==> src/hdl/b64d_pkg.sv <==
`timescale 1ns / 1ps
// ----------------------------------------------------------------------------
// b64d_pkg
// Shared types and constants of the base64 stream decoder.
// ----------------------------------------------------------------------------
package b64d_pkg;

  localparam int unsigned CharW   = 8;
  localparam int unsigned SextetW = 6;
  localparam int unsigned WordW   = 24;
  localparam int unsigned AccW    = 18;

  localparam logic [CharW-1:0] PadChar = 8'h3D;

  // one decoded group waiting to be serialized
  typedef struct packed {
    logic [WordW-1:0] word;
    logic [1:0]       count;  // bytes to emit, 1 to 3
    logic             fin;    // group closes the stream
  } grp_t;

  // queue status seen by front and back
  typedef struct packed {
    logic full;
    logic empty;
  } q_stat_t;

endpackage

==> src/hdl/base64_stream_decoder_core.sv <==
`timescale 1ns / 1ps
// ----------------------------------------------------------------------------
// base64_stream_decoder_core
// Base64 character stream to byte stream decoder.
// ----------------------------------------------------------------------------
// The decoder takes one character per cycle while its group queue has room
// and gives out at most one byte per cycle. A full group of four characters
// yields three bytes, so ordinary streams run at one character per cycle; a
// final partial group yields three bytes from one character, so the
// single-byte output register is what limits throughput there. The front
// stage writes each completed group into a QueueDepth entry queue and the
// back stage loads its bytes into the output register.
module base64_stream_decoder_core #(
  parameter int unsigned QueueDepth = 4
) (
  input  logic       clk_i,
  input  logic       rst_ni,
  input  logic       in_valid,
  output logic       in_stall,
  input  logic [7:0] char_code_i,
  input  logic       end_of_input_i,
  output logic       out_valid,
  input  logic       out_stall,
  output logic [7:0] data_byte_o,
  output logic       last_of_group_o,
  output logic       last_of_stream_o
);

  logic              push, pop;
  b64d_pkg::grp_t    push_grp, head_grp;
  b64d_pkg::q_stat_t q_stat;

  // character intake and group assembly
  b64d_front u_front (
    .clk_i          (clk_i),
    .rst_ni         (rst_ni),
    .in_valid       (in_valid),
    .in_stall       (in_stall),
    .char_code_i    (char_code_i),
    .end_of_input_i (end_of_input_i),
    .q_stat_i       (q_stat),
    .push_o         (push),
    .push_grp_o     (push_grp)
  );

  // group queue
  b64d_fifo #(
    .Depth (QueueDepth)
  ) u_fifo (
    .clk_i      (clk_i),
    .rst_ni     (rst_ni),
    .push_i     (push),
    .push_grp_i (push_grp),
    .pop_i      (pop),
    .head_o     (head_grp),
    .stat_o     (q_stat)
  );

  // byte output
  b64d_back u_back (
    .clk_i            (clk_i),
    .rst_ni           (rst_ni),
    .head_i           (head_grp),
    .q_stat_i         (q_stat),
    .pop_o            (pop),
    .out_valid        (out_valid),
    .out_stall        (out_stall),
    .data_byte_o      (data_byte_o),
    .last_of_group_o  (last_of_group_o),
    .last_of_stream_o (last_of_stream_o)
  );

endmodule

==> src/hdl/b64d_front.sv <==
`timescale 1ns / 1ps
// ----------------------------------------------------------------------------
// b64d_front
// Accepts characters, maps them to sextets, gathers groups of four and
// pushes each group, full or closed early by end of input, into the queue.
// ----------------------------------------------------------------------------
module b64d_front (
  input  logic                            clk_i,
  input  logic                            rst_ni,
  input  logic                            in_valid,
  output logic                            in_stall,
  input  logic [b64d_pkg::CharW-1:0]      char_code_i,
  input  logic                            end_of_input_i,
  input  b64d_pkg::q_stat_t               q_stat_i,
  output logic                            push_o,
  output b64d_pkg::grp_t                  push_grp_o
);

  logic [1:0]                    pos_q, pos_d;
  logic [b64d_pkg::AccW-1:0]     acc_q, acc_d;
  logic                          pad3_q, pad3_d;
  logic [b64d_pkg::SextetW-1:0]  sext;
  logic [b64d_pkg::AccW-1:0]     acc_shift;
  logic                          is_pad;
  logic                          accept;

  // character to sextet
  always_comb begin
    sext = '0;
    if (char_code_i >= 8'h41 && char_code_i <= 8'h5A) begin
      sext = 6'(char_code_i - 8'h41);
    end else if (char_code_i >= 8'h61 && char_code_i <= 8'h7A) begin
      sext = 6'(char_code_i - 8'h61 + 8'd26);
    end else if (char_code_i >= 8'h30 && char_code_i <= 8'h39) begin
      sext = 6'(char_code_i - 8'h30 + 8'd52);
    end else if (char_code_i == 8'h2B) begin
      sext = 6'd62;
    end else if (char_code_i == 8'h2F) begin
      sext = 6'd63;
    end
  end

  assign is_pad    = (char_code_i == b64d_pkg::PadChar);
  assign acc_shift = {acc_q[b64d_pkg::AccW-b64d_pkg::SextetW-1:0], sext};
  assign in_stall  = q_stat_i.full;
  assign accept    = in_valid && !in_stall;

  // group assembly and push decision
  always_comb begin
    pos_d  = pos_q;
    acc_d  = acc_q;
    pad3_d = pad3_q;
    push_o = 1'b0;
    push_grp_o.fin   = end_of_input_i;
    push_grp_o.count = 2'd3;
    case (pos_q)
      2'd0:    push_grp_o.word = {sext, 18'b0};
      2'd1:    push_grp_o.word = {acc_q[5:0], sext, 12'b0};
      2'd2:    push_grp_o.word = {acc_q[11:0], sext, 6'b0};
      2'd3: begin
        push_grp_o.word  = {acc_q, sext};
        push_grp_o.count = 2'd3 - 2'(end_of_input_i && is_pad)
                                - 2'(end_of_input_i && pad3_q);
      end
      default: push_grp_o.word = '0;
    endcase
    if (accept) begin
      push_o = (pos_q == 2'd3) || end_of_input_i;
      if (push_o) begin
        pos_d  = '0;
        acc_d  = '0;
        pad3_d = 1'b0;
      end else begin
        pos_d = pos_q + 2'd1;
        acc_d = acc_shift;
        if (pos_q == 2'd2) begin
          pad3_d = is_pad;
        end
      end
    end
  end

  // group state
  always_ff @(posedge clk_i or negedge rst_ni) begin
    if (!rst_ni) begin
      pos_q  <= '0;
      acc_q  <= '0;
      pad3_q <= 1'b0;
    end else begin
      pos_q  <= pos_d;
      acc_q  <= acc_d;
      pad3_q <= pad3_d;
    end
  end

endmodule

==> src/hdl/b64d_fifo.sv <==
`timescale 1ns / 1ps
// ----------------------------------------------------------------------------
// b64d_fifo
// Short queue of decoded groups between front and back.
// ----------------------------------------------------------------------------
module b64d_fifo #(
  parameter int unsigned Depth = 4
) (
  input  logic              clk_i,
  input  logic              rst_ni,
  input  logic              push_i,
  input  b64d_pkg::grp_t    push_grp_i,
  input  logic              pop_i,
  output b64d_pkg::grp_t    head_o,
  output b64d_pkg::q_stat_t stat_o
);

  localparam int unsigned PtrW = (Depth > 1) ? $clog2(Depth) : 1;
  localparam int unsigned CntW = $clog2(Depth + 1);

  b64d_pkg::grp_t   mem_q [Depth];
  logic [PtrW-1:0]  wr_q, rd_q;
  logic [CntW-1:0]  cnt_q;
  logic             do_push, do_pop;

  assign stat_o.full  = (cnt_q == CntW'(Depth));
  assign stat_o.empty = (cnt_q == '0);
  assign do_push      = push_i && !stat_o.full;
  assign do_pop       = pop_i && !stat_o.empty;
  assign head_o       = mem_q[rd_q];

  // storage
  always_ff @(posedge clk_i) begin
    if (do_push) begin
      mem_q[wr_q] <= push_grp_i;
    end
  end

  // pointers and fill count
  always_ff @(posedge clk_i or negedge rst_ni) begin
    if (!rst_ni) begin
      wr_q  <= '0;
      rd_q  <= '0;
      cnt_q <= '0;
    end else begin
      if (do_push) begin
        wr_q <= (wr_q == PtrW'(Depth - 1)) ? '0 : wr_q + 1'b1;
      end
      if (do_pop) begin
        rd_q <= (rd_q == PtrW'(Depth - 1)) ? '0 : rd_q + 1'b1;
      end
      if (do_push && !do_pop) begin
        cnt_q <= cnt_q + 1'b1;
      end else if (do_pop && !do_push) begin
        cnt_q <= cnt_q - 1'b1;
      end
    end
  end

endmodule

==> src/hdl/b64d_back.sv <==
`timescale 1ns / 1ps
// ----------------------------------------------------------------------------
// b64d_back
// Serializes queued groups into bytes, one byte per cycle while the output
// is not stalled, through an output register.
// ----------------------------------------------------------------------------
module b64d_back (
  input  logic              clk_i,
  input  logic              rst_ni,
  input  b64d_pkg::grp_t    head_i,
  input  b64d_pkg::q_stat_t q_stat_i,
  output logic              pop_o,
  output logic              out_valid,
  input  logic              out_stall,
  output logic [7:0]        data_byte_o,
  output logic              last_of_group_o,
  output logic              last_of_stream_o
);

  logic [1:0] idx_q, idx_d;
  logic       vld_q, vld_d;
  logic [7:0] byte_q, byte_d;
  logic       lgrp_q, lgrp_d;
  logic       lstr_q, lstr_d;
  logic       advance;
  logic       is_last;

  assign advance = !vld_q || !out_stall;
  assign is_last = (idx_q == head_i.count - 2'd1);

  // byte selection and index stepping
  always_comb begin
    idx_d  = idx_q;
    vld_d  = vld_q;
    byte_d = byte_q;
    lgrp_d = lgrp_q;
    lstr_d = lstr_q;
    pop_o  = 1'b0;
    if (advance) begin
      vld_d = !q_stat_i.empty;
      if (!q_stat_i.empty) begin
        case (idx_q)
          2'd0:    byte_d = head_i.word[23:16];
          2'd1:    byte_d = head_i.word[15:8];
          2'd2:    byte_d = head_i.word[7:0];
          default: byte_d = '0;
        endcase
        lgrp_d = is_last;
        lstr_d = is_last && head_i.fin;
        if (is_last) begin
          pop_o = 1'b1;
          idx_d = '0;
        end else begin
          idx_d = idx_q + 2'd1;
        end
      end
    end
  end

  // control registers
  always_ff @(posedge clk_i or negedge rst_ni) begin
    if (!rst_ni) begin
      idx_q <= '0;
      vld_q <= 1'b0;
    end else begin
      idx_q <= idx_d;
      vld_q <= vld_d;
    end
  end

  // output payload
  always_ff @(posedge clk_i) begin
    byte_q <= byte_d;
    lgrp_q <= lgrp_d;
    lstr_q <= lstr_d;
  end

  assign out_valid        = vld_q;
  assign data_byte_o      = byte_q;
  assign last_of_group_o  = lgrp_q;
  assign last_of_stream_o = lstr_q;

endmodule

==> config.mk <==
export PLATFORM = sky130hd
export DESIGN_NAME = base64_stream_decoder_core
export DESIGN_NICKNAME = d
export VERILOG_FILES = /design/src/hdl/b64d_pkg.sv /design/src/hdl/base64_stream_decoder_core.sv /design/src/hdl/b64d_front.sv /design/src/hdl/b64d_fifo.sv /design/src/hdl/b64d_back.sv
export SDC_FILE = /design/constraint.sdc
export NUM_CORES = 1
export LEC_CHECK = 0
export BUFFER_PORTS_ARGS = -buffer_cell sky130_fd_sc_hd__buf_4
export CORE_MARGIN = 4
export CORE_UTILIZATION = 31
export CTS_BUF_LIST = sky130_fd_sc_hd__clkbuf_4
export DETAILED_ROUTE_END_ITERATION = 6
export GPL_ROUTABILITY_DRIVEN = 0
export PLACE_DENSITY_LB_ADDON = 0.1
export SYNTH_ARGS = -nofsm -noshare
export SYNTH_HDL_FRONTEND = slang
export SYNTH_SLANG_ARGS = --single-unit
export TNS_END_PERCENT = 30
==> constraint.sdc <==
create_clock -name clk_i -period 3.1 [get_ports clk_i]
set_input_delay 0.155 -clock clk_i [delete_from_list [all_inputs] [get_ports clk_i]]
set_output_delay 0.155 -clock clk_i [all_outputs]
set_load 0.05 [all_outputs]
# --- Word level (Yosys, flattened, before mapping) ---
# Memories as Yosys holds them, arrays and structs flattened.
# Cells that the tools add are included.
classes:
  n_bitwise: 1
  muxes: 23
  reduce_logical: 26
  magnitude_cmp: 6
  n_eq_ne: 12
  n_addsub: 14
op_table:
  columns: ["operator", "n"]
  rows:
  - ["24-bit one-hot mux with 4 select lines", 1]
  - ["6-bit two-way mux", 5]
  - ["8-bit by 6-bit == test with 1-bit output, second input constant", 3]
  - ["8-bit one-hot mux with 3 select lines", 1]
  - ["18-bit two-way mux", 1]
  - ["8-bit by 7-bit >= comparator with 1-bit output, second input constant", 2]
  - ["8-bit by 7-bit less-or-equal comparator with 1-bit output, second input constant", 2]
  - ["6-bit subtractor, second input constant", 2]
  - ["1-bit logical AND", 11]
  - ["2-bit == test, second input constant", 5]
  - ["2-bit two-way mux", 5]
  - ["2-bit by 1-bit adder with 2-bit output, second input constant", 4]
  - ["8-bit by 6-bit >= comparator with 1-bit output, second input constant", 1]
  - ["8-bit by 6-bit less-or-equal comparator with 1-bit output, second input constant", 1]
  - ["1-bit two-way mux", 8]
  - ["6-bit by 5-bit adder with 6-bit output, second input constant", 1]
  - ["6-bit adder, second input constant", 1]
  - ["1-bit logical NOT", 6]
  - ["3-bit two-way mux", 2]
  - ["6-bit by 1-bit subtractor with 6-bit output, second input constant", 1]
  - ["2-bit by 1-bit == test with 1-bit output, second input constant", 2]
  - ["2-bit logical NOT", 2]
  - ["2-bit AND reduction", 2]
  - ["2-bit nonzero test", 2]
  - ["other kinds (10)", 11]
totals:
  word_cells: 94
  output_inout_bits: 12
  memories: 1
  input_bits: 13
  ff_bits: 41
  mem_bits_rw: 108
memory_table:
  columns: ["memory", "words", "width", "read_ports", "rd_clocked_by_memory_dff", "wr", "line_no", "text"]
  rows:
  - ["u_fifo.mem_q", 4, 27, 1, 0, 1, "b64d_fifo.sv:21", "b64d_pkg::grp_t mem_q [Depth];"]

# --- Depth between registers and ports, before layout ---
# An unclocked memory read counts as a cell.
depth:
  depth_word: 10
  ltp_mapped: 12

# --- By module ---
# A second synthesis with hierarchy kept.
hier_totals:
  hier_cells: 440
  area_unflattened_um2: 6824.0
by_module_without_submodules:
  columns: ["module", "instances", "area_per_inst_um2", "cells_each", "seq_area_each_um2"]
  rows:
  - ["b64d_fifo", 1, 4352.9, 178, 3418.3]
  - ["b64d_front", 1, 1823.0, 209, 525.5]
  - ["b64d_back", 1, 648.1, 53, 375.4]

# --- Least setup slack after synthesis ---
# No wires, ideal clock.
synth_path:
  path_type: "flip-flop to flip-flop"
  from: "register u_fifo.cnt_q[0]"
  to: "register u_fifo.cnt_q[1]"
  required_ns: 2.975
  path_stages_with_launch: 9
  t_arrival_ns: 3.205
  setup_slack_ns: -0.230
  setup_ns: 0.125
  n_path_buf: 1
  synth_period_minus_slack_ns: 3.330
  cell_sequence: "dfrtp_1 > nor3b_1 > nand2b_1 > clkbuf_1 > nor2_1 > ha_1 > inv_1 > fa_1 > mux2_2"
synth_between:
  elab_chain_len: 8
  elab_cells_between_ends: 19
  classes_between: "2 x add/sub; 1 x eq/ne; 5 x mux; 11 x reduce/logical"
synth_lines:
  columns: ["element", "line_no", "text"]
  rows:
  - ["from (decl)", "b64d_fifo.sv:23", "logic [CntW-1:0] cnt_q;"]
  - ["from (signal assigned)", "b64d_fifo.sv:53", "cnt_q <= cnt_q + 1'b1;"]
  - ["from (signal assigned)", "b64d_fifo.sv:55", "cnt_q <= cnt_q - 1'b1;"]
  - ["3-bit == test *", "b64d_fifo.sv:26", "assign stat_o.full = (cnt_q == CntW'(Depth));"]
  - ["net in_stall", "base64_stream_decoder_core.sv:19", "output logic in_stall,"]
  - ["1-bit logical NOT *", "b64d_front.sv:46, b64d_fifo.sv:28", null]
  - ["1-bit logical AND", "b64d_front.sv:46", "assign accept = in_valid && !in_stall;"]
  - ["1-bit two-way mux", "b64d_front.sv:67", "if (accept) begin"]
  - ["1-bit logical AND *", "b64d_fifo.sv:28", "assign do_push = push_i && !stat_o.full;"]
  - ["net u_fifo.do_push", "b64d_fifo.sv:24", "logic do_push, do_pop;"]
  - ["1-bit logical NOT", "b64d_fifo.sv:54", "end else if (do_pop && !do_push) begin"]
  - ["1-bit logical AND", "b64d_fifo.sv:54", null]
  - ["2-bit nonzero test (no source line)", null, null]
# The timed path passes the listed nets; every way through them passes the cells marked *. The select of a mux whose other input is x is not followed.
# A chain may end at the register's enable or synchronous reset.

# --- Worst setup path after layout ---
layout_path:
  from: "register u_fifo.rd_q[0]"
  to: "register u_fifo.cnt_q[2]"
layout_between:
  elab_chain_len: 10
  elab_cells_between_ends: 12
  classes_between: "1 x add/sub; 1 x eq/ne; 4 x mux; 5 x reduce/logical; 1 x memory"
layout_lines:
  columns: ["element", "line_no", "text"]
  rows:
  - ["from (decl)", "b64d_fifo.sv:22", "logic [PtrW-1:0] wr_q, rd_q;"]
  - ["from (signal assigned)", "b64d_fifo.sv:50", "rd_q <= (rd_q == PtrW'(Depth - 1)) ? '0 : rd_q + 1'b1;"]
  - ["memory read 4 x 27 bit *", null, null]
  - ["2-bit by 1-bit subtractor with 2-bit output *", "b64d_back.sv:29", "assign is_last = (idx_q == head_i.count - 2'd1);"]
  - ["2-bit == test *", "b64d_back.sv:29", null]
  - ["1-bit two-way mux *", "b64d_back.sv:50", "if (is_last) begin"]
  - ["1-bit two-way mux *", "b64d_back.sv:41", "if (!q_stat_i.empty) begin"]
  - ["1-bit two-way mux *", "b64d_back.sv:39", "if (advance) begin"]
  - ["1-bit logical AND *", "b64d_fifo.sv:29", "assign do_pop = pop_i && !stat_o.empty;"]
  - ["1-bit logical NOT", "b64d_fifo.sv:52", "if (do_push && !do_pop) begin"]
  - ["1-bit logical AND", "b64d_fifo.sv:52", null]
  - ["3-bit two-way mux or 2-bit nonzero test (tied branches)", null, null]
# Every way passes the cells marked *; elsewhere a longest branch is shown, timed or not.

==> reports/metrics.csv <==
metric;value;unit
status;finished, final reports clean;
clock_path_buffers;2;
period_needed;2.809;ns
p_sw_share;37.11;%
power.density;806.8;nW/um^2
fp.dieW;158.4;um
synthArstFlopShare;20.81;%
r2r_start;u_fifo.rd_q[0];
postSynthCellCount;495;
p_int;4.016;mW
synth_warnings;0;
min_path_type;input pin to asynchronous set/reset pin;
grt_pass1_vias;4321;
synth.distinct_cells;58;
hold_violations;0;
syn-cell-area;7015;sq um
drv_cap;0;
crit_required;3.56;ns
p_leak;2.762;nW
synth_edf_count;118;
rows;54;
p_switching;2.370;mW
antenna_found_initial;1;
cp-end-kind;register;
grt_pass1_wl;26.12;mm
utilization;35.94;%
cts_tree;done;
htree_levels;4;
start_kind;register;
chipHeight;158.4;um
vias;4335;
die_area;25100;sq um
stdcell_area;7915;sq um
overflow;0;
avgViaCountPerCell;5.217;
synth.most_common_cell;edfxtp_1;
fin_crit_sh;90.61;%
rr_worst_depth;11;
setup.worst_path.class;register to register;
place_area;7620;sq um
drc;0;
clock_latency;0.54;ns
crit_path_top_delay_cell;mux4_2;
syn_to_final_growth;12.82;%
drive_gt1_share;22.18;%
critPathTopFamily;multiplexers;
routed_wl;16.83;mm
avgSynthCellArea;14.17;sq um
io_buffers;24;
syn-num-nets;534;
io_pins;25;
critPathMaxFanout;7;
peakVddDrop;0.3172;mV
synth_ff_type;edfxtp_1;
crit_arrival;3.27;ns
clk_pin_slew;0.13;ns
pwr-share-comb;37.7;%
drt_pass1_iterations;5;
crit_chain;mux4_2 > xnor2_1 > mux2i_1 > nor2_1 > inv_1 > ha_1 > inv_1 > fa_1 > xor2_1 > nor2_1 > xor2_1;
cts_setup_buffers;0;
yosysTopAreaCell;edfxtp_1;
drv_slew;0;
track_usage;14.05;%
rsz0062_at_grt;false;
hpwl;11.09;mm
seq_area_frac_synth;61.57;%
max_stage_delay;0.53;ns
rrSetupSlack;0.29;ns
start_util;31.85;%
cts_root_buffer;clkbuf_4;
synth_top_area_share;50.51;%
critPathBufInv;2;
synth_commonest_cells;edfxtp_1 (118), nand2_1 (58), dfrtp_1 (31), mux4_2 (27), o21ai_0 (26);
drt_iter0_drc;288;
layout.nets;578;
cts_buffers;17;
pwr-share-clk;18.3;%
power_frac_seq;44.0;%
tightest_slew;0.7717;ns
worstReg2RegEnd;u_fifo.cnt_q[2];
core;22030;sq um
fmax;0.3560;GHz
ys_ff_latch;149;
clock_sinks;149;
grt_max_degree;38;
setup-tns-final;0;ns
synthTopCellsByArea;edfxtp_1 (51%), dfrtp_1 (11%), mux4_2 (8.7%), ha_1 (4.5%), nand2_1 (3.1%);
holdWs;0.1010;ns
setup_viol;0;
slew_headroom;47.22;%
fin_skew;0.01679;ns
drt-wirelength-per-cell;20.25;um
antenna_left;0;
-- layer usage --
metal	vias up	share of wire, %	GRT usage, %
met2	127	47	21.51
met1	2205	48	20.15
met5	-	0	0
li1	1991	-	-
met3	12	4.4	3.126
met4	0	1.1	4.062
-- area by class of cell --
type | count | area, sq um
fillers | 2175 | 14110
flip-flops and latches | 149 | 4320
multi-input cells | 302 | 2525
repair buffers | 50 | 382.9
well taps | 280 | 350.3
clock inverters | 13 | 135.1
clock buffers | 17 | 127.6
inverters | 19 | 71.32
diodes | 1 | 2.502
-- worst max path at each step --
stage	startpoint	to	slack (ns)	cells after the start
after floorplan	u_fifo.rd_q[0]	u_fifo.cnt_q[2]	0.20	12
after global placement	char_code_i[0]	u_fifo.mem_q[0][20]	0.24	9
after detailed placement	char_code_i[1]	u_fifo.mem_q[1][25]	0.26	11
after CTS	u_fifo.rd_q[0]	u_fifo.cnt_q[2]	0.25	11
after global routing	u_fifo.rd_q[0]	u_fifo.cnt_q[2]	0.07	11
final	u_fifo.rd_q[0]	u_fifo.cnt_q[2]	0.29	11
-- power by group through the flow --
stage	Clock [mW]	Sequential [mW]	Combinational, mW
after floorplan	0	3.04	1.42
after global routing	1.31	2.85	2.64
after global placement	0	2.85	2.43
after CTS	1.22	2.82	2.43
after detailed placement	0	2.86	2.43
final	1.17	2.81	2.41
-- cell usage in the layout, fill, tap and decap left out, types with 12 or more instances in the layout --
cell,netlist,final
edfxtp_1,118,118
nand2_1,58,58
buf_4,0,47
dfrtp_1,31,30
mux4_2,27,27
o21ai_0,26,26
ha_1,25,25
inv_1,18,18
clkbuf_4,0,17
a22oi_1,15,15
nor2_1,14,14
a21oi_1,12,12
-- per-stage QoR --
step,setup WS [ns],std cells,total power [mW]
floorplan,0.1992,495,4.463
global placement,0.2432,797,5.273
detailed placement,0.2585,797,5.290
CTS,0.2455,830,6.470
global route,0.07320,831,6.795
finish,0.2911,831,6.386
-- worst register-to-register path: stages (launching register included) --
cell and delay, ns:
dfrtp_2 0.48, mux4_2 0.53, xnor2_1 0.18, mux2i_1 0.24, nor2_1 0.10, inv_1 0.09, ha_1 0.19, inv_1 0.07
fa_1 0.43, xor2_1 0.17, nor2_1 0.11, xor2_1 0.15
-- logic make-up (layout without fill, tap and decap cells) --
logic type	count (synthesis)	after routing	share of synthesized area [%]
AOI/OAI and AO/OA	102	102	10.95
xor gates and xnor gates	13	13	1.623
adders and majority gates	26	26	4.744
buffers and inverters	44	99	2.515
DFF	149	149	61.57
muxes	33	33	9.577
other	0	1	0
and+or+nand+nor	128	128	9.024
-- what timing repair did --
action,CTS,global route
hold endpoints to repair,39,0
hold buffers,3,0
gates resized for setup,0,0
-- registers in the layout, summed over array words and instances, names as in the netlist --
name                     flops
u_back.data_byte_o           8
u_back.idx_q                 2
u_back.last_of_group_o       1
u_back.last_of_stream_o      1
u_back.out_valid             1
u_fifo.cnt_q                 3
u_fifo.mem_q               108
u_fifo.rd_q                  2
u_fifo.wr_q                  2
u_front.acc_q               18
u_front.pad3_q               1
u_front.pos_q                2
Note: power is estimated with default switching activity, not from simulation.
